==> src/rtl/core/bdq_pkg.sv <==
// Shared types and codes for the byte deque unit.
// No dependencies; imported by byte_deque_unit.
package bdq_pkg;

    // Operation codes carried in the request kind field
    localparam logic [2:0] KIND_PUSH_BACK  = 3'd0;
    localparam logic [2:0] KIND_PUSH_FRONT = 3'd1;
    localparam logic [2:0] KIND_POP_BACK   = 3'd2;
    localparam logic [2:0] KIND_POP_FRONT  = 3'd3;
    localparam logic [2:0] KIND_DUMP_FWD   = 3'd4;
    localparam logic [2:0] KIND_DUMP_REV   = 3'd5;

    // Result status codes
    localparam logic [1:0] STATUS_OK    = 2'd0;
    localparam logic [1:0] STATUS_FULL  = 2'd1;
    localparam logic [1:0] STATUS_EMPTY = 2'd2;

    typedef struct packed {
        logic [2:0] kind;
        logic [7:0] value;
    } t_req;

    typedef struct packed {
        logic [7:0] item_value;
        logic       is_item;
        logic [1:0] status;
        logic       last;
    } t_rsp;

    typedef enum logic {
        ST_IDLE,
        ST_DUMP
    } t_state;

endpackage

==> src/rtl/core/bdq_store.sv <==
// Ring element store: one write port, one registered read port.
// Read address is the front index plus an offset, wrapped at DEPTH.
// Depends on nothing outside this file.
module bdq_store #(
    parameter int DEPTH = 16
) (
    input  logic                     i_clk,
    input  logic                     i_wr_en,
    input  logic [$clog2(DEPTH)-1:0] i_wr_addr,
    input  logic [7:0]               i_wr_data,
    input  logic                     i_rd_en,
    input  logic [$clog2(DEPTH)-1:0] i_front,
    input  logic [$clog2(DEPTH)-1:0] i_rd_off,
    output logic [7:0]               o_rd_data
);
    localparam int AW = $clog2(DEPTH);
    localparam logic [AW:0] DEPTH_W = (AW+1)'(DEPTH);

    logic [7:0]    r_mem [DEPTH];
    logic [7:0]    r_rd_data;
    logic [AW:0]   rd_sum;
    logic [AW-1:0] rd_addr;

    // Both terms are below DEPTH, so one subtract wraps the sum
    always_comb begin
        rd_sum = {1'b0, i_front} + {1'b0, i_rd_off};
        if (rd_sum >= DEPTH_W) begin
            rd_sum = rd_sum - DEPTH_W;
        end
        rd_addr = rd_sum[AW-1:0];
    end

    always_ff @(posedge i_clk) begin
        if (i_wr_en) begin
            r_mem[i_wr_addr] <= i_wr_data;
        end
    end

    always_ff @(posedge i_clk) begin
        if (i_rd_en) begin
            r_rd_data <= r_mem[rd_addr];
        end
    end

    assign o_rd_data = r_rd_data;

endmodule

==> src/rtl/core/byte_deque_unit.sv <==
// Top level of the byte deque: request decode, ring pointers, dump sequencer.
// Depends on bdq_pkg and bdq_store.
//
//  Channel   Handshake            Payload   Notes
//  request   start && !busy       i_req     kind, value
//  result    o_valid (1 cycle)    o_rsp     item_value, is_item, status, last
//
// Push, pop, empty-dump and one-element dump requests leave busy low; the result
// follows in the cycle after acceptance and busy stays low, so one request per cycle.
// A dump of two or more stored elements holds busy until its last store read is issued,
// one store read per cycle on the single read port; each item appears the cycle after its read.
// Reset (synchronous, active low) empties the deque; store contents are kept.
// The receiver cannot stall: every result is shown for exactly one cycle.
module byte_deque_unit
    import bdq_pkg::*;
#(
    parameter int DEPTH = 16
) (
    input  logic i_clk,
    input  logic i_rst_n,
    input  logic start,
    input  t_req i_req,
    output logic busy,
    output logic o_valid,
    output t_rsp o_rsp
);
    localparam int AW = $clog2(DEPTH);
    localparam int CW = $clog2(DEPTH + 1);
    localparam logic [AW:0]   DEPTH_W  = (AW+1)'(DEPTH);
    localparam logic [CW-1:0] FULL_CNT = CW'(DEPTH);
    localparam logic [AW-1:0] LAST_POS = AW'(DEPTH - 1);

    t_state        r_state, n_state;
    logic [AW-1:0] r_front, n_front;
    logic [CW-1:0] r_count, n_count;
    logic [AW-1:0] r_idx, n_idx;
    logic          r_rev, n_rev;
    logic          r_out_vld, n_out_vld;
    logic          r_out_item, n_out_item;
    logic [1:0]    r_out_status, n_out_status;
    logic          r_out_last, n_out_last;

    logic          accept;
    logic          wr_en;
    logic [AW-1:0] wr_addr;
    logic          rd_en;
    logic [AW-1:0] rd_off;
    logic [7:0]    rd_data;
    logic [AW:0]   back_sum;
    logic [AW-1:0] back_pos;
    logic [AW-1:0] next_front;
    logic [CW-1:0] count_m1;
    logic          dump_done;

    assign accept   = start && !busy;
    assign count_m1 = r_count - CW'(1);
    assign dump_done = ({{(CW-AW){1'b0}}, r_idx} == count_m1);

    // Slot just past the back element
    always_comb begin
        back_sum = {1'b0, r_front} + {1'b0, r_count[AW-1:0]};
        if (back_sum >= DEPTH_W) begin
            back_sum = back_sum - DEPTH_W;
        end
        back_pos = back_sum[AW-1:0];
    end

    always_comb begin
        next_front = (r_front == LAST_POS) ? '0 : r_front + AW'(1);
    end

    // Next state
    always_comb begin
        n_state = r_state;
        case (r_state)
            ST_IDLE: begin
                if (accept && (i_req.kind == KIND_DUMP_FWD || i_req.kind == KIND_DUMP_REV)
                        && r_count > CW'(1)) begin
                    n_state = ST_DUMP;
                end
            end
            ST_DUMP: begin
                if (dump_done) begin
                    n_state = ST_IDLE;
                end
            end
            default: n_state = ST_IDLE;
        endcase
    end

    // State outputs
    always_comb begin
        case (r_state)
            ST_IDLE: busy = 1'b0;
            ST_DUMP: busy = 1'b1;
            default: busy = 1'b0;
        endcase
    end

    // Datapath
    always_comb begin
        n_front      = r_front;
        n_count      = r_count;
        n_idx        = r_idx;
        n_rev        = r_rev;
        wr_en        = 1'b0;
        wr_addr      = back_pos;
        rd_en        = 1'b0;
        rd_off       = '0;
        n_out_vld    = 1'b0;
        n_out_item   = 1'b0;
        n_out_status = STATUS_OK;
        n_out_last   = 1'b1;

        if (r_state == ST_DUMP) begin
            rd_en      = 1'b1;
            rd_off     = r_rev ? (count_m1[AW-1:0] - r_idx) : r_idx;
            n_out_vld  = 1'b1;
            n_out_item = 1'b1;
            n_out_last = dump_done;
            n_idx      = r_idx + AW'(1);
        end else if (accept) begin
            case (i_req.kind)
                KIND_PUSH_BACK, KIND_PUSH_FRONT: begin
                    n_out_vld = 1'b1;
                    if (r_count == FULL_CNT) begin
                        n_out_status = STATUS_FULL;
                    end else begin
                        wr_en   = 1'b1;
                        n_count = r_count + CW'(1);
                        if (i_req.kind == KIND_PUSH_FRONT) begin
                            // Step front back by one and store there
                            n_front = (r_front == '0) ? LAST_POS : r_front - AW'(1);
                            wr_addr = n_front;
                        end
                    end
                end
                KIND_POP_BACK, KIND_POP_FRONT: begin
                    n_out_vld = 1'b1;
                    if (r_count == '0) begin
                        n_out_status = STATUS_EMPTY;
                    end else begin
                        n_count = count_m1;
                        if (i_req.kind == KIND_POP_FRONT) begin
                            n_front = next_front;
                        end
                    end
                end
                KIND_DUMP_FWD, KIND_DUMP_REV: begin
                    n_out_vld = 1'b1;
                    if (r_count == '0) begin
                        n_out_status = STATUS_EMPTY;
                    end else begin
                        n_rev      = (i_req.kind == KIND_DUMP_REV);
                        rd_en      = 1'b1;
                        rd_off     = n_rev ? count_m1[AW-1:0] : '0;
                        n_out_item = 1'b1;
                        n_out_last = (r_count == CW'(1));
                        n_idx      = AW'(1);
                    end
                end
                default: begin
                    // Undefined kind: drop silently
                    n_out_vld = 1'b0;
                end
            endcase
        end
    end

    always_ff @(posedge i_clk) begin
        if (!i_rst_n) begin
            r_state   <= ST_IDLE;
            r_front   <= '0;
            r_count   <= '0;
            r_idx     <= '0;
            r_rev     <= 1'b0;
            r_out_vld <= 1'b0;
        end else begin
            r_state   <= n_state;
            r_front   <= n_front;
            r_count   <= n_count;
            r_idx     <= n_idx;
            r_rev     <= n_rev;
            r_out_vld <= n_out_vld;
        end
    end

    always_ff @(posedge i_clk) begin
        r_out_item   <= n_out_item;
        r_out_status <= n_out_status;
        r_out_last   <= n_out_last;
    end

    bdq_store #(
        .DEPTH (DEPTH)
    ) u_store (
        .i_clk     (i_clk),
        .i_wr_en   (wr_en),
        .i_wr_addr (wr_addr),
        .i_wr_data (i_req.value),
        .i_rd_en   (rd_en),
        .i_front   (r_front),
        .i_rd_off  (rd_off),
        .o_rd_data (rd_data)
    );

    always_comb begin
        o_valid          = r_out_vld;
        o_rsp.item_value = r_out_item ? rd_data : 8'd0;
        o_rsp.is_item    = r_out_item;
        o_rsp.status     = r_out_status;
        o_rsp.last       = r_out_last;
    end

endmodule
==> config.mk <==
export PLATFORM = sky130hd
export DESIGN_NAME = byte_deque_unit
export DESIGN_NICKNAME = d
export VERILOG_FILES = /design/src/rtl/core/bdq_pkg.sv /design/src/rtl/core/bdq_store.sv /design/src/rtl/core/byte_deque_unit.sv
export SDC_FILE = /design/constraint.sdc
export NUM_CORES = 1
export LEC_CHECK = 0
export CAP_MARGIN = 0
export CORE_ASPECT_RATIO = 1.2
export CORE_MARGIN = 4
export CORE_UTILIZATION = 40
export CTS_CLUSTER_DIAMETER = 100
export DETAILED_ROUTE_END_ITERATION = 12
export DONT_BUFFER_PORTS = 1
export SYNTH_ARGS = -nofsm -noshare
export SYNTH_HDL_FRONTEND = slang
export SYNTH_HIERARCHICAL = 1
export SYNTH_SLANG_ARGS = --single-unit
==> constraint.sdc <==
create_clock -name i_clk -period 4 [get_ports i_clk]
set_input_delay 0.2 -clock i_clk [delete_from_list [all_inputs] [get_ports i_clk]]
set_output_delay 0.2 -clock i_clk [all_outputs]
set_load 0.05 [all_outputs]
==> metrics.txt <==
max_slew headroom=0.343; Synth top area share=0.552; Top FF cell, synth=edfxtp_1; Switching Fraction=0.225; setup violators final=0; unrepaired setup endpoints after global routing=no; starting density of the core=0.407; Synth async-reset ratio=0; area of the multi-input gates=around 2700 um^2; reg-to-reg startpoint=r_count[1]; adder-cell share of the synthesized area=0.0420; post-synthesis mux area share=0.113; register area share after synthesis=0.606; cell taking the most area after synthesis=edfxtp_1; Lkg Pwr=2.81 nW; vias in the first global route=~4600; Total GRT Usage=0.163; Worst setup SP type=register; Simple-Gate Fraction of Synth Area=0.128; top cells by count, synth=edfxtp_1 (136), mux2i_1 (79), nand3_1 (69); Power per Cell Area=~440 nW/um^2; Logic pwr share=0.074; VDD IR-drop max=~0.00025 V; die height=between 150 and 200 um; drt via density=5.58; Fill cells=roughly 1600; Die X=~130 um; Reg power frac=0.490; fin crit period=3720 ps; final count of hold timing violations=0; Rows=54; Post-Syn Area=between 7000 and 8000 um^2; Synth Area in XOR/XNOR=0.0252; first-pass GRT wire length=approximately 26000 um; Util after Layout=0.464; Max Fanout on Critical Path=26; internal cell power=~2.9 mW; TNS Setup=0 ps; largest net degree at the start of global routing=39; main combinational cell family by area after synthesis=simple AND/OR/NAND/NOR gates; Syn Nets=590; Longest Clk Path Bufs=2; WL final=between 15000 and 20000 um; Clk Latency, worst-skew pair=420 ps; worst path required time=between 4000 and 5000 ps; Compound-Gate Fraction of Synth Area=0.0513; CTS root buf=clkbuf_16; Post-synth EDFFs=between 100 and 150; Ys Warns=6; Register Area=4490 um^2; dominant cells by area after synthesis=edfxtp_1 (55%), mux2i_1 (11%), dfxtp_1 (5.4%), nand3_1 (4.7%), ha_1 (3.4%); GPL Wtd Cong=0.789; io pins=28; WP data arrival=about 3900 ps; # Post-CTS Setup Buffers=0; Final WS setup=approximately 280 ps; GR Overflow Total=0; final net count=615; CTS Sinks=about 160; I/O Buffers=0; 1st-pass router iterations=4; CTS tree=yes; Post-Syn Area per Cell=around 13 um^2; Slew Viols, Final=0; via count=4544; most numerous cell in the Yosys netlist=edfxtp_1; clock group share of total power=0.436; FMAX=269 MHz; Worst Hold Launch=i_req[10]; Max Cap Viol=0; post-place setup slack=between 100 and 150 ps; H-Tree Depth=4; Residual DRC=0; status=finished clean; Psw=835 uW; DR WL/cell=around 20 um; Fin Clk Skew=around 9.0 ps; worst setup path startpoint=r_count[1]; CTS clk-pin slew, worst paths=around 60 ps; DIE AREA=20700 um^2; CP Capture Type=register; gate count of the mapped netlist=between 500 and 600; share of cells above drive strength 1=0.124; Ant. Diodes=0; Distinct cells, synth=57; worst slew pin tran=about 960 ps; antenna viol nets, final=0; Hold Crit Class=in -> reg; First DRT Iteration DRCs=277; initial antenna violation count=0; HPWL after DPL=between 10000 and 15000 um; FF+latch count, synth=approximately 160; fin crit share=0.931; critical path class=reg -> reg; area delta synth->final=13.9%; Core Box Area=roughly 18000 um^2; Num CTS Buffers=17
## routing by layer
metal,track usage,vias to the layer above,share of wire
met5,0,-,0
met4,0.0725,0,0.025
met2,0.286,93,0.52
met1,0.194,2251,0.42
met3,0.0348,30,0.037
li1,-,2170,-
## final cells by class
cell class                      count  share of cell area
Multi-Input combinational cell    351               0.317
Clock buffer                       17              0.0505
Timing Repair Buffer               36              0.0395
Sequential cell                   156               0.532
Tap cell                          224              0.0333
Inverter                           16             0.00713
Clock inverter                     14              0.0199
## timing repair
item	4_1_cts	5_1_grt
hold endpoints to repair	132	0
endpoints found under the setup margin	0	7
gates resized for setup	0	2
hold buffers	10	0
## critical path, cell delays in order (launching register included)
cell,delay (ps)
dfxtp_2,390
inv_1,120
ha_1,350
fa_1,530
nand2_1,50
o21ai_0,80
o22ai_1,160
fa_4,870
buf_12,220
mux2i_1,240
nand3_1,110
nand4_1,200
mux2i_1,110
## power by group through the flow
stage          Clock, mW  Combinational [mW]  Sequential (mW)
3_3_place_gp           0               0.242             1.85
6_report            1.61               0.275             1.82
2_1_floorplan          0               0.194             1.84
5_1_grt             1.73               0.303             1.82
3_5_place_dp           0               0.247             1.85
4_1_cts             1.65               0.276             1.82
## cells by family after synthesis
logic type               Yosys count
AO/OA/AOI/OAI                     61
buffers and inverters             46
AND/OR/NAND/NOR                  169
flip-flops                       156
XOR/XNOR                          15
multiplexers                      83
adder cells (fa/ha/maj)           23
## final timing paths
check                               to  slack, ps  cells after the start
setup / recovery  u_store/o_rd_data[6]        280                     12
hold / removal         r_out_status[1]         40                      2
setup reg to reg  u_store/o_rd_data[6]        280                     12
hold reg to reg               r_idx[2]        530                      2
## metrics by stage
stage	instances	hold WS (ps)	area (um^2)	power, mW
global placement	773	301	7720	2.09
detailed placement	773	300	7720	2.10
global route	814	19.1	8420	3.85
CTS	814	26.4	8420	3.74
finish	814	40.2	8420	3.71
floorplan	553	299	7400	2.04
## placed cells by master, fill, tap and decap left out, types with 3 or more instances in the layout
cell	count
nand2b_1	9
inv_1	16
o21ai_0	14
nand3_1	69
ha_1	20
xnor2_1	7
a21oi_1	21
buf_4	23
dlygate4sd3_1	10
a21o_1	3
nand2_1	8
nand4_1	21
clkbuf_16	17
bufinv_16	3
nor2_1	18
clkinv_2	3
buf_12	3
xor2_1	3
dfxtp_1	19
nor3_1	6
and3_1	3
mux2i_1	79
mux2_2	4
o31ai_1	4
edfxtp_1	136
and2_1	8
inv_6	4
or4_1	3
nand3b_1	9
## registers in the layout, summed over array words and instances, names as in the netlist
signal             flops
u_store/o_rd_data      8
r_state                1
r_idx                  4
r_count                5
u_store/r_mem        128
r_out_status           2
o_valid                1
r_out_last             1
r_out_item             1
r_front                4
r_rev                  1
Power figures use the tool's default switching activity.
